===== config.mk =====
export PLATFORM = sky130hd
export DESIGN_NAME = fifo_lru_page_replacement
export DESIGN_NICKNAME = d
export VERILOG_FILES = /design/src/rtl/core/flpr_pkg.sv /design/src/rtl/core/fifo_lru_page_replacement.sv /design/src/rtl/core/flpr_frame_tbl.sv
export SDC_FILE = /design/constraint.sdc
export NUM_CORES = 1
export LEC_CHECK = 0
export BUFFER_PORTS_ARGS = -buffer_cell sky130_fd_sc_hd__clkbuf_2
export CAP_MARGIN = 10
export CORE_ASPECT_RATIO = 2
export CORE_MARGIN = 2
export CORE_UTILIZATION = 58
export DETAILED_ROUTE_END_ITERATION = 16
export PLACE_DENSITY_LB_ADDON = 0.25
export SYNTH_ARGS = -nofsm -noshare
export SYNTH_HDL_FRONTEND = slang
export SYNTH_SLANG_ARGS = --single-unit

===== constraint.sdc =====
create_clock -name clock -period 4.6 [get_ports clock]
set_input_delay 0.23 -clock clock [delete_from_list [all_inputs] [get_ports clock]]
set_output_delay 0.23 -clock clock [all_outputs]
set_load 0.005 [all_outputs]

===== src/rtl/core/flpr_pkg.sv =====
// ----------------------------------------------------------------------------
// flpr_pkg
// Shared types and constants for the FIFO/LRU page replacement unit.
// ----------------------------------------------------------------------------
package flpr_pkg;

   // configuration port
   localparam int CSR_W = 3;
   localparam int CSR_ADDR_W = 1;

   typedef enum logic [CSR_ADDR_W-1:0] {
      REG_POLICY_MODE   = 1'b0,
      REG_FRAMES_IN_USE = 1'b1
   } flpr_reg_type;

   localparam logic [CSR_W-1:0] FRAMES_IN_USE_RST = 3'd4;

   // replacement policies
   localparam logic POLICY_FIFO = 1'b0;
   localparam logic POLICY_LRU  = 1'b1;

   // fault counter
   localparam int FAULT_W = 16;

   // lookup outcome from the frame table
   typedef struct packed {
      logic hit;
      logic evicted;
   } flpr_status_type;

endpackage


===== src/rtl/core/fifo_lru_page_replacement.sv =====
// ----------------------------------------------------------------------------
// fifo_lru_page_replacement
// Page replacement unit with FIFO and LRU policies for one page reference
// per transaction.
// ----------------------------------------------------------------------------
// Each request carries one virtual page number; each response reports hit or
// fault, the frame now holding the page, any evicted page and the saturating
// fault total. Throughput is one transaction per cycle unless the response
// channel stalls; a request passes the input register, then the response
// register. The rate is set by the frame table, whose lookup over all FRAMES
// owners, victim pick and age-rank update are combinational, so the next
// request always sees the state left by the one before. No clearing pass
// follows reset. Write configuration only while idle; this is not enforced.
module fifo_lru_page_replacement
   import flpr_pkg::*;
#(
   parameter int FRAMES = 4,
   parameter int VPAGES = 8
) (
   input  logic                          clock,
   input  logic                          reset,
   // request channel
   input  logic                          req_valid,
   output logic                          req_ready,
   input  logic [$clog2(VPAGES)-1:0]     req_page_number,
   // response channel
   output logic                          rsp_valid,
   input  logic                          rsp_ready,
   output logic                          rsp_hit,
   output logic [$clog2(FRAMES)-1:0]     rsp_frame_index,
   output logic                          rsp_evicted,
   output logic [$clog2(VPAGES)-1:0]     rsp_evicted_page,
   output logic [FAULT_W-1:0]            rsp_fault_count,
   // configuration port
   input  logic                          csr_we,
   input  logic [CSR_ADDR_W-1:0]         csr_addr,
   input  logic [CSR_W-1:0]              csr_wdata
);

   localparam int PW = $clog2(VPAGES);
   localparam int FW = $clog2(FRAMES);
   localparam int CW = $clog2(FRAMES+1);
   localparam int LW = (CW > CSR_W) ? CW : CSR_W;

   logic              policy_mode_ff;
   logic [CSR_W-1:0]  frames_in_use_ff;
   logic [LW-1:0]     fiu_wide;
   logic [CW-1:0]     limit;

   logic              s1_valid_ff;
   logic [PW-1:0]     s1_page_ff;
   logic [PW-1:0]     page_in;
   logic              s1_adv;

   logic              rsp_valid_ff;
   logic              rsp_hit_ff;
   logic [FW-1:0]     rsp_frame_ff;
   logic              rsp_evicted_ff;
   logic [PW-1:0]     rsp_evicted_page_ff;
   logic [FAULT_W-1:0] fault_ff;
   logic [FAULT_W-1:0] fault_in;

   flpr_status_type   status;
   logic [FW-1:0]     frame;
   logic [PW-1:0]     evicted_page;

   // configuration writes
   always_ff @(posedge clock) begin
      if (reset) begin
         policy_mode_ff   <= POLICY_FIFO;
         frames_in_use_ff <= FRAMES_IN_USE_RST;
      end else if (csr_we) begin
         case (csr_addr)
            REG_POLICY_MODE:   policy_mode_ff   <= csr_wdata[0];
            REG_FRAMES_IN_USE: frames_in_use_ff <= csr_wdata;
            default: ;
         endcase
      end
   end

   // frame limit clamped to 1..FRAMES
   assign fiu_wide = LW'(frames_in_use_ff);
   always_comb begin
      if (fiu_wide == '0) begin
         limit = CW'(1);
      end else if (fiu_wide > LW'(FRAMES)) begin
         limit = CW'(FRAMES);
      end else begin
         limit = fiu_wide[CW-1:0];
      end
   end

   // handshake: input stage moves on when the response register is free
   assign s1_adv    = s1_valid_ff && (!rsp_valid_ff || rsp_ready);
   assign req_ready = !s1_valid_ff || s1_adv;

   // fold page numbers beyond VPAGES back into range
   assign page_in = ({1'b0, req_page_number} >= (PW+1)'(VPAGES))
                    ? PW'({1'b0, req_page_number} - (PW+1)'(VPAGES))
                    : req_page_number;

   // input register
   always_ff @(posedge clock) begin
      if (reset) begin
         s1_valid_ff <= 1'b0;
      end else if (req_ready) begin
         s1_valid_ff <= req_valid;
      end
   end

   always_ff @(posedge clock) begin
      if (req_valid && req_ready) begin
         s1_page_ff <= page_in;
      end
   end

   // frame table lookup and update
   flpr_frame_tbl #(
      .FRAMES (FRAMES),
      .VPAGES (VPAGES)
   ) u_frame_tbl (
      .clock        (clock),
      .reset        (reset),
      .upd          (s1_adv),
      .page         (s1_page_ff),
      .limit        (limit),
      .policy       (policy_mode_ff),
      .status       (status),
      .frame        (frame),
      .evicted_page (evicted_page)
   );

   // saturating fault counter
   always_comb begin
      fault_in = fault_ff;
      if (!status.hit && (fault_ff != '1)) begin
         fault_in = fault_ff + 1'b1;
      end
   end

   always_ff @(posedge clock) begin
      if (reset) begin
         fault_ff     <= '0;
         rsp_valid_ff <= 1'b0;
      end else begin
         if (s1_adv) begin
            fault_ff     <= fault_in;
            rsp_valid_ff <= 1'b1;
         end else if (rsp_ready) begin
            rsp_valid_ff <= 1'b0;
         end
      end
   end

   // response register
   always_ff @(posedge clock) begin
      if (s1_adv) begin
         rsp_hit_ff          <= status.hit;
         rsp_frame_ff        <= frame;
         rsp_evicted_ff      <= status.evicted;
         rsp_evicted_page_ff <= evicted_page;
      end
   end

   assign rsp_valid        = rsp_valid_ff;
   assign rsp_hit          = rsp_hit_ff;
   assign rsp_frame_index  = rsp_frame_ff;
   assign rsp_evicted      = rsp_evicted_ff;
   assign rsp_evicted_page = rsp_evicted_page_ff;
   assign rsp_fault_count  = fault_ff;

   // a hit never evicts a page
   assert property (@(posedge clock) disable iff (reset)
      rsp_valid_ff |-> !(rsp_hit_ff && rsp_evicted_ff))
      else $error("hit reported together with an eviction");

   // a fault below saturation bumps the counter by exactly one
   assert property (@(posedge clock) disable iff (reset)
      (s1_adv && !status.hit && (fault_ff != '1)) |=>
         (fault_ff == $past(fault_ff) + 1'b1))
      else $error("fault counter did not advance on a page fault");

   // a hit leaves the fault counter untouched
   assert property (@(posedge clock) disable iff (reset)
      (s1_adv && status.hit) |=> $stable(fault_ff))
      else $error("fault counter changed on a hit");

   // every transaction leaving the input stage lands in the response register
   assert property (@(posedge clock) disable iff (reset)
      s1_adv |=> rsp_valid_ff)
      else $error("response lost after lookup");

endmodule


===== src/rtl/core/flpr_frame_tbl.sv =====
// ----------------------------------------------------------------------------
// flpr_frame_tbl
// Frame table: per-frame owner page and age rank, fill count, parallel
// lookup of the accessed page, victim pick and rank update.
// ----------------------------------------------------------------------------
module flpr_frame_tbl
   import flpr_pkg::*;
#(
   parameter int FRAMES = 4,
   parameter int VPAGES = 8
) (
   input  logic                              clock,
   input  logic                              reset,
   input  logic                              upd,
   input  logic [$clog2(VPAGES)-1:0]         page,
   input  logic [$clog2(FRAMES+1)-1:0]       limit,
   input  logic                              policy,
   output flpr_status_type                   status,
   output logic [$clog2(FRAMES)-1:0]         frame,
   output logic [$clog2(VPAGES)-1:0]         evicted_page
);

   localparam int PW = $clog2(VPAGES);
   localparam int FW = $clog2(FRAMES);
   localparam int CW = $clog2(FRAMES+1);

   logic [PW-1:0]     owner_ff [FRAMES];
   logic [FW-1:0]     rank_ff  [FRAMES];
   logic [FW-1:0]     rank_in  [FRAMES];
   logic [CW-1:0]     filled_ff;
   logic [CW-1:0]     filled_in;

   logic [FRAMES-1:0] filled_vec;
   logic [FRAMES-1:0] match;
   logic [FW-1:0]     hit_frame;
   logic [FW-1:0]     oldest;
   logic              hit;
   logic              room;
   logic              refresh;
   logic              load;
   logic [FW-1:0]     cur_rank;
   logic [FW-1:0]     newest_rank;

   // parallel compare against every filled frame
   always_comb begin
      for (int f = 0; f < FRAMES; f++) begin
         filled_vec[f] = CW'(f) < filled_ff;
         match[f]      = filled_vec[f] && (owner_ff[f] == page);
      end
   end

   // lowest matching frame and lowest oldest frame
   always_comb begin
      hit_frame = '0;
      oldest    = '0;
      for (int f = FRAMES-1; f >= 0; f--) begin
         if (match[f]) begin
            hit_frame = FW'(f);
         end
         if (filled_vec[f] && (rank_ff[f] == '0)) begin
            oldest = FW'(f);
         end
      end
   end

   assign hit  = |match;
   assign room = filled_ff < limit;

   // frame chosen for this access
   always_comb begin
      if (hit) begin
         frame = hit_frame;
      end else if (room) begin
         frame = filled_ff[FW-1:0];
      end else begin
         frame = oldest;
      end
   end

   assign status.hit     = hit;
   assign status.evicted = !hit && !room;
   assign evicted_page   = status.evicted ? owner_ff[oldest] : '0;

   assign refresh     = (hit && (policy == POLICY_LRU)) || status.evicted;
   assign load        = !hit && room;
   assign cur_rank    = rank_ff[frame];
   assign newest_rank = FW'(filled_ff - 1'b1);

   // rank update: move to newest, or set on first load
   always_comb begin
      for (int f = 0; f < FRAMES; f++) begin
         rank_in[f] = rank_ff[f];
         if (refresh) begin
            if (FW'(f) == frame) begin
               rank_in[f] = newest_rank;
            end else if (filled_vec[f] && (rank_ff[f] > cur_rank)) begin
               rank_in[f] = rank_ff[f] - 1'b1;
            end
         end else if (load && (FW'(f) == frame)) begin
            rank_in[f] = filled_ff[FW-1:0];
         end
      end
   end

   assign filled_in = load ? filled_ff + 1'b1 : filled_ff;

   // control state
   always_ff @(posedge clock) begin
      if (reset) begin
         filled_ff <= '0;
         for (int f = 0; f < FRAMES; f++) begin
            rank_ff[f] <= '0;
         end
      end else if (upd) begin
         filled_ff <= filled_in;
         for (int f = 0; f < FRAMES; f++) begin
            rank_ff[f] <= rank_in[f];
         end
      end
   end

   // owner page of each frame, written on a fault
   always_ff @(posedge clock) begin
      if (upd && !hit) begin
         owner_ff[frame] <= page;
      end
   end

endmodule

==> results of run 1 <==
critical path, cell delays in order (launching register included):
cell                       delay [ns]
sky130_fd_sc_hd__dfxtp_1         0.66
sky130_fd_sc_hd__ha_1            0.36
sky130_fd_sc_hd__a21oi_1         0.29
sky130_fd_sc_hd__a21bo_1         0.17
sky130_fd_sc_hd__a31o_4          0.28
sky130_fd_sc_hd__clkinv_4        0.18
sky130_fd_sc_hd__nor2_1          0.14
sky130_fd_sc_hd__a211oi_1        0.06
sky130_fd_sc_hd__a31oi_1         0.35
sky130_fd_sc_hd__ha_1            0.31
sky130_fd_sc_hd__nor2_1          0.14
sky130_fd_sc_hd__nor2_1          0.05
sky130_fd_sc_hd__nor2_1          0.09
sky130_fd_sc_hd__a221oi_1        0.09
sky130_fd_sc_hd__a211oi_1        0.41
cells in the mapped netlist (all sizes together) (6+ instances only):
| cell | instances | share of area [%] |
|---|---|---|
| a21oi | 12 | 2.1 |
| a221oi | 8 | 2.4 |
| buf | 10 | 2.8 |
| dfxtp | 25 | 16 |
| edfxtp | 30 | 28 |
| ha | 12 | 4.7 |
| inv | 12 | 1.6 |
| mux2i | 7 | 2.3 |
| nand2 | 17 | 2.1 |
| nand3 | 17 | 2.6 |
| nand4 | 6 | 1.2 |
| nor2 | 44 | 5.4 |
| nor3 | 17 | 2.8 |
| xnor2 | 18 | 4.9 |
| xor2 | 9 | 2.4 |
through the flow:
stage | hold slack, ns | util, % | cells | total power, mW
CTS | 0.0884 | 64.5 | 401 | 0.984
detailed placement | 0.412 | 62.9 | 393 | 0.729
global route | 0.0788 | 64.5 | 401 | 1.02
global placement | 0.410 | 62.9 | 393 | 0.726
floorplan | 0.329 | - | 311 | 0.692
finish | 0.0948 | 64.5 | 401 | 0.978
kinds of logic after synthesis:
kind of cell	after synthesis	share of synthesized area (%)
buf+inv	28	5.20
compound gates	57	15.3
flops	55	43.4
mux	10	4.73
fa+ha+maj	12	4.65
xor+xnor	27	7.33
simple gates	122	19.4
sequential cells by signal, summed over array words and instances (netlist names):
register / count
rsp_fault_count: 16
u_frame_tbl.owner_ff: 12
u_frame_tbl.rank_ff: 8
fiu_wide: 3
rsp_evicted_page: 3
s1_page_ff: 3
u_frame_tbl.filled_ff: 3
rsp_frame_index: 2
policy_mode_ff: 1
rsp_evicted: 1
rsp_hit: 1
rsp_valid: 1
s1_valid_ff: 1
path summary, 6_finish.rpt:
path	cells after the start	endpoint	from
min reg2reg	2	fiu_wide[0]$_SDFFE_PP0P_	fiu_wide[0]$_SDFFE_PP0P_
max	14	u_frame_tbl.rank_ff[1][1]$_SDFFCE_PN0P_	u_frame_tbl.filled_ff[2]$_SDFFE_PP0P_
max reg2reg	14	u_frame_tbl.rank_ff[1][1]$_SDFFCE_PN0P_	u_frame_tbl.filled_ff[2]$_SDFFE_PP0P_
min	1	s1_page_ff[0]$_DFFE_PP_	req_page_number[0]
routing by layer:
layer | track usage [%] | up-vias
li1 | - | 1205
met1 | 22.5 | 1185
met2 | 49.3 | 89
met3 | 3.65 | 29
met4 | 17.3 | 0
met5 | 0 | -
power by group through the flow:
| stage | clock, mW | sequential [mW] | combinational (mW) |
|---|---|---|---|
| finish | 0.259 | 0.560 | 0.160 |
| detailed placement | 0 | 0.571 | 0.158 |
| global placement | 0 | 0.570 | 0.155 |
| global route | 0.281 | 0.562 | 0.176 |
| CTS | 0.266 | 0.560 | 0.159 |
| floorplan | 0 | 0.562 | 0.130 |
final cells by class:
| type | count | area (um2) |
|---|---|---|
| Clock buffer | 6 | 72.6 |
| Clock inverter | 2 | 12.5 |
| Fill cell | 479 | 1910 |
| Inverter | 13 | 58.8 |
| Multi-Input combinational cell | 228 | 1660 |
| Sequential cell | 55 | 1400 |
| Tap cell | 60 | 75.1 |
| Timing Repair Buffer | 37 | 188 |
==> load_flow_metrics.sql, run 1 <==
INSERT INTO impl_metrics (metric_group, metric, value, unit) VALUES
('worst_setup_path', 'worstSetupStartpointType', 'flip-flop', ''),
('timing', 'setup_viol_count_final', '0', ''),
('clock_tree', 'hold_buffers', '0', ''),
('synth', 'synth_flop_cell', 'sky130_fd_sc_hd__edfxtp_1', ''),
('routing', 'drtIter0Drc', '93', ''),
('global_routing', 'grt_overflow', '0', ''),
('global_routing', 'grt_pass1_vias', '2469', ''),
('power_and_ir_drop', 'share_clk_of_total_power', '26.5', '%'),
('synth', 'ys_seq_area_share', '43.4', '%'),
('floorplan', 'floorplan.die.height', '109', 'um'),
('finish', 'design.final.nets', '364', ''),
('timing', 'tightest_slew', '0.758', 'ns'),
('floorplan', 'core', '0.00537', 'mm2'),
('timing', 'worst_clk_skew', '0.00623', 'ns'),
('placement', 'dp.final_hpwl', '5680', 'um'),
('synth', 'synth_warnings', '0', ''),
('run_status', 'status', 'completed', ''),
('routing', 'wire_per_inst', '18.4', 'um'),
('clock_tree', 'clock_h_tree_levels', '2', ''),
('timing', 'period_needed', '3.94', 'ns'),
('global_routing', 'grt_antenna_before_repair', '0', ''),
('global_routing', 'grt_max_degree', '36', ''),
('worst_setup_path', 'crit_fanout', '17', ''),
('clock_tree', 'cts-root-to-sink-buffers', '2', ''),
('clock_tree', 'cts_buffer_count', '5', ''),
('synth', 'synth_cells', '311', ''),
('timing', 'max_freq', '254', 'MHz'),
('timing', 'grt_setup_unrepaired', 'false', ''),
('placement', 'post-place-ws', '0.717', 'ns'),
('worst_setup_path', 'critical_path.endpoint_type', 'flip-flop', ''),
('floorplan', 'std_cell_rows', '38', ''),
('synth', 'async_flop_share', '0', '%'),
('timing', 'maxSlewHeadroom', '49.0', '%'),
('routing', 'detail_route.wirelength', '7380', 'um'),
('routing', 'drt_drc_violations_left', '0', ''),
('clock_tree', 'cts_resized', '0', ''),
('routing', 'ant_nets', '0', ''),
('synth', 'synth_edf_count', '30', ''),
('timing', 'setup_tns', '0', 'ns'),
('power_and_ir_drop', 'combinationalPowerShare', '16.3', '%'),
('synth', 'postSynthNetCount', '335', ''),
('power_and_ir_drop', 'cellPowerDensity', '282', 'mW/mm2'),
('clock_tree', 'cts_tree', 'done', ''),
('worst_setup_path', 'regToRegSetupSlack', '0.66', 'ns'),
('placement', 'io_buffer_count', '36', ''),
('floorplan', 'die_width', '56.7', 'um'),
('clock_tree', 'worstSkewPairLatency', '0.31', 'ns'),
('clock_tree', 'clock_sinks', '55', ''),
('timing', 'final_hold_viol_count', '0', ''),
('synth', 'synth_cell_types', '54', ''),
('finish', 'layout.cells.most_common_list', 'sky130_fd_sc_hd__nor2_1, sky130_fd_sc_hd__clkbuf_2, sky130_fd_sc_hd__edfxtp_1', ''),
('power_and_ir_drop', 'power_switching', '274', 'uW'),
('min_path', 'path_type_of_the_worst_min_delay_path', 'primary input to flip-flop', ''),
('floorplan', 'floorplan.die_area', '0.00621', 'mm2'),
('worst_setup_path', 'timing.critical_path.arrival', '3.92', 'ns'),
('power_and_ir_drop', 'cellLeakagePower', '1.27', 'nW'),
('finish', 'antenna_cells', '0', ''),
('floorplan', 'start_util', '60.0', '%'),
('routing', 'avgViaCountPerCell', '6.25', ''),
('power_and_ir_drop', 'p_sw_share', '28.0', '%'),
('routing', 'routed-via-count', '2508', ''),
('power_and_ir_drop', 'power_frac_seq', '57.2', '%'),
('clock_tree', 'postCtsSetupBuffers', '0', ''),
('synth', 'yosys_register_bits', '55', ''),
('finish', 'post_route_cell_area', '0.00346', 'mm2'),
('timing', 'final_max_slew_viol_count', '0', ''),
('synth', 'syn-mean-instance-area', '10.4', 'um2'),
('power_and_ir_drop', 'vdd_drop_max', '0.000366', 'V'),
('finish', 'area_growth', '7.41', '%'),
('finish', 'drive_above_1_share', '19.4', '%'),
('routing', 'wl_met2', '4190', 'um');
No activity file was read; power rests on OpenSTA's default activity.
==> run 2, diff against run 1 <==
Settings changed: PLACE_DENSITY set to 0.76, PLACE_DENSITY_LB_ADDON 0.25 to not set.
==> run 2 against run 1 <==
Against the previous run: critical path depth is 1 lower; cell count stayed put; clock power increased by 13%; combinational power about the same; clock skew rose by 0.0011 ns.
==> load_flow_metrics.sql, run 2 (same netlist as run 1, synthesis figures left out) <==
INSERT INTO impl_metrics (metric_group, metric, value, unit) VALUES
('floorplan', 'ioPinCount', '37', ''),
('finish', 'design.final.nets', '364', ''),
('floorplan', 'floorplan.die.height', '109', 'um'),
('worst_setup_path', 'worst-endpoint-required', '4.60', 'ns'),
('finish', 'final_cells', '401', ''),
('finish', 'largest_register_ffs', '16', ''),
('min_path', 'path_type_of_the_worst_min_delay_path', 'primary input to flip-flop', ''),
('run_status', 'status', 'completed', ''),
('global_routing', 'grt_pass1_vias', '2582', ''),
('worst_setup_path', 'crit_fanout', '17', ''),
('placement', 'io_buffer_count', '36', ''),
('global_routing', 'grt_first_pass_wirelength', '12000', 'um'),
('floorplan', 'core', '0.00537', 'mm2'),
('timing', 'setup_tns', '0', 'ns'),
('timing', 'post-route-period-util', '85.1', '%'),
('floorplan', 'die_width', '56.7', 'um'),
('job', 'max-cap-violations', '0', ''),
('finish', 'antenna_cells', '0', ''),
('routing', 'ant_nets', '0', ''),
('worst_setup_path', 'rr_worst_depth', '13', ''),
('clock_tree', 'worstSkewPairLatency', '0.32', 'ns'),
('global_routing', 'grt_overflow', '0', ''),
('clock_tree', 'cts_resized', '0', ''),
('worst_setup_path', 'rr_endpoint', 'u_frame_tbl.rank_ff[2][1]$_SDFFCE_PN0P_', ''),
('worst_setup_path', 'critPathKind', 'flip-flop to flip-flop', ''),
('finish', 'area_growth', '7.76', '%'),
('finish', 'drive_above_1_share', '19.9', '%'),
('timing', 'worst_clk_skew', '0.00738', 'ns'),
('worst_setup_path', 'timing.critical_path.arrival', '3.92', 'ns'),
('routing', 'wire_per_inst', '18.1', 'um'),
('floorplan', 'start_util', '60.0', '%'),
('timing', 'setup_viol_count_final', '0', ''),
('timing', 'period_needed', '3.91', 'ns'),
('placement', 'post-place-ws', '0.726', 'ns'),
('timing', 'setup_slack', '0.685', 'ns'),
('power_and_ir_drop', 'cellLeakagePower', '1.27', 'nW'),
('clock_tree', 'postCtsSetupBuffers', '0', ''),
('clock_tree', 'cts_buffer_count', '5', ''),
('timing', 'timing.hold.ws', '0.0769', 'ns'),
('timing', 'max_freq', '255', 'MHz'),
('finish', 'layout.cells.most_common_list', 'sky130_fd_sc_hd__nor2_1, sky130_fd_sc_hd__clkbuf_2, sky130_fd_sc_hd__edfxtp_1', ''),
('timing', 'final_max_slew_viol_count', '0', ''),
('min_path', 'timing.hold.worst.start', 'req_page_number[0]', ''),
('power_and_ir_drop', 'cellPowerDensity', '290', 'mW/mm2'),
('clock_tree', 'hold_buffers', '0', ''),
('clock_tree', 'cts-root-buf', 'sky130_fd_sc_hd__clkbuf_8', ''),
('worst_setup_path', 'worstSetupStartpointType', 'flip-flop', ''),
('finish', 'post_route_cell_area', '0.00348', 'mm2'),
('worst_setup_path', 'critical_path.endpoint_type', 'flip-flop', ''),
('routing', 'avgViaCountPerCell', '6.32', ''),
('clock_tree', 'clock_sinks', '55', ''),
('clock_tree', 'cts-root-to-sink-buffers', '2', ''),
('finish', 'post-route-util', '64.7', '%'),
('finish', 'final_common_cell', 'sky130_fd_sc_hd__nor2_1', ''),
('clock_tree', 'cts.reportedPaths.clkPinSlew', '0.11', 'ns'),
('timing', 'final_hold_viol_count', '0', ''),
('placement', 'dp.final_hpwl', '5430', 'um'),
('routing', 'detail_route.wirelength', '7270', 'um'),
('clock_tree', 'cts_tree', 'done', ''),
('floorplan', 'std_cell_rows', '38', ''),
('placement', 'dp_cells', '393', ''),
('worst_setup_path', 'critical_path.reg2reg.startpoint', 'u_frame_tbl.filled_ff[1]$_SDFFE_PP0P_', ''),
('power_and_ir_drop', 'vdd_drop_max', '0.000251', 'V'),
('global_routing', 'grt_antenna_before_repair', '0', ''),
('placement', 'place.gp.congestion', '0.903', ''),
('timing', 'tightest_slew', '0.773', 'ns'),
('global_routing', 'grt_max_degree', '36', ''),
('placement', 'placed_cell_area', '0.00338', 'mm2'),
('routing', 'drtIter0Drc', '82', ''),
('power_and_ir_drop', 'post-layout-total-power', '1.01', 'mW'),
('worst_setup_path', 'regToRegSetupSlack', '0.69', 'ns'),
('routing', 'routed-via-count', '2534', ''),
('timing', 'maxSlewHeadroom', '48.0', '%'),
('global_routing', 'grt_use_total', '25.1', '%'),
('floorplan', 'floorplan.die_area', '0.00621', 'mm2'),
('timing', 'grt_setup_unrepaired', 'false', ''),
('routing', 'drt_drc_violations_left', '0', ''),
('min_path', 'holdPathEnd', 's1_page_ff[0]$_DFFE_PP_', ''),
('clock_tree', 'clock_h_tree_levels', '2', ''),
('min_path', 'hold-path-cell-count', '1', ''),
('routing', 'detailedRoute.firstPassIterationCount', '4', '');
==> run 2: cell type report <==
| cell class | count | area (um2) |
|---|---|---|
| clock buffers | 5 | 68.8 |
| clock inverters | 3 | 27.5 |
| fillers | 433 | 1900 |
| inverters | 13 | 58.8 |
| multi-input cells | 228 | 1660 |
| flip-flops and latches | 55 | 1400 |
| well taps | 60 | 75.1 |
| repair buffers | 37 | 188 |
==> run 2: routing by layer <==
layer | vias to the layer above | GRT usage, % | part of all wire [%]
met3 | 39 | 3.06 | 3.1
met5 | - | 0 | 0
met4 | 0 | 20.4 | 7.7
met2 | 80 | 45.3 | 53
met1 | 1214 | 25.0 | 36
li1 | 1201 | - | -
==> run 2: worst max path at each step <==
stage / from / to / slack, ns / cells after the start
after floorplan: u_frame_tbl.rank_ff[3][0]$_SDFFCE_PN0P_ / u_frame_tbl.rank_ff[0][0]$_SDFFCE_PN0P_ / 1.25 / 15
after global placement: u_frame_tbl.filled_ff[2]$_SDFFE_PP0P_ / u_frame_tbl.rank_ff[2][0]$_SDFFCE_PN0P_ / 0.85 / 14
after detailed placement: u_frame_tbl.filled_ff[2]$_SDFFE_PP0P_ / u_frame_tbl.rank_ff[1][1]$_SDFFCE_PN0P_ / 0.73 / 14
after CTS: u_frame_tbl.filled_ff[2]$_SDFFE_PP0P_ / u_frame_tbl.rank_ff[2][1]$_SDFFCE_PN0P_ / 0.70 / 14
after global routing: u_frame_tbl.filled_ff[2]$_SDFFE_PP0P_ / u_frame_tbl.rank_ff[0][1]$_SDFFCE_PN0P_ / 0.46 / 13
final: u_frame_tbl.filled_ff[1]$_SDFFE_PP0P_ / u_frame_tbl.rank_ff[2][1]$_SDFFCE_PN0P_ / 0.69 / 13
==> run 2: worst max-delay path: stages, from the launching register on <==
cell and delay [ns]:
sky130_fd_sc_hd__dfxtp_1 0.67, sky130_fd_sc_hd__a21oi_2 0.21, sky130_fd_sc_hd__nor4b_4 0.47, sky130_fd_sc_hd__a21bo_1 0.27, sky130_fd_sc_hd__a31o_4 0.30, sky130_fd_sc_hd__clkinv_4 0.15, sky130_fd_sc_hd__a211oi_1 0.09, sky130_fd_sc_hd__a31oi_1 0.34
sky130_fd_sc_hd__ha_1 0.32, sky130_fd_sc_hd__nor2_1 0.17, sky130_fd_sc_hd__nor2_1 0.06, sky130_fd_sc_hd__nor2_1 0.09, sky130_fd_sc_hd__a221oi_1 0.09, sky130_fd_sc_hd__a211oi_1 0.35
==> run 2: power by group <==
group | switching, mW | internal, mW
logic | 0.0998 | 0.0586
clock network | 0.178 | 0.113
registers | 0.0211 | 0.538
total | 0.299 | 0.710
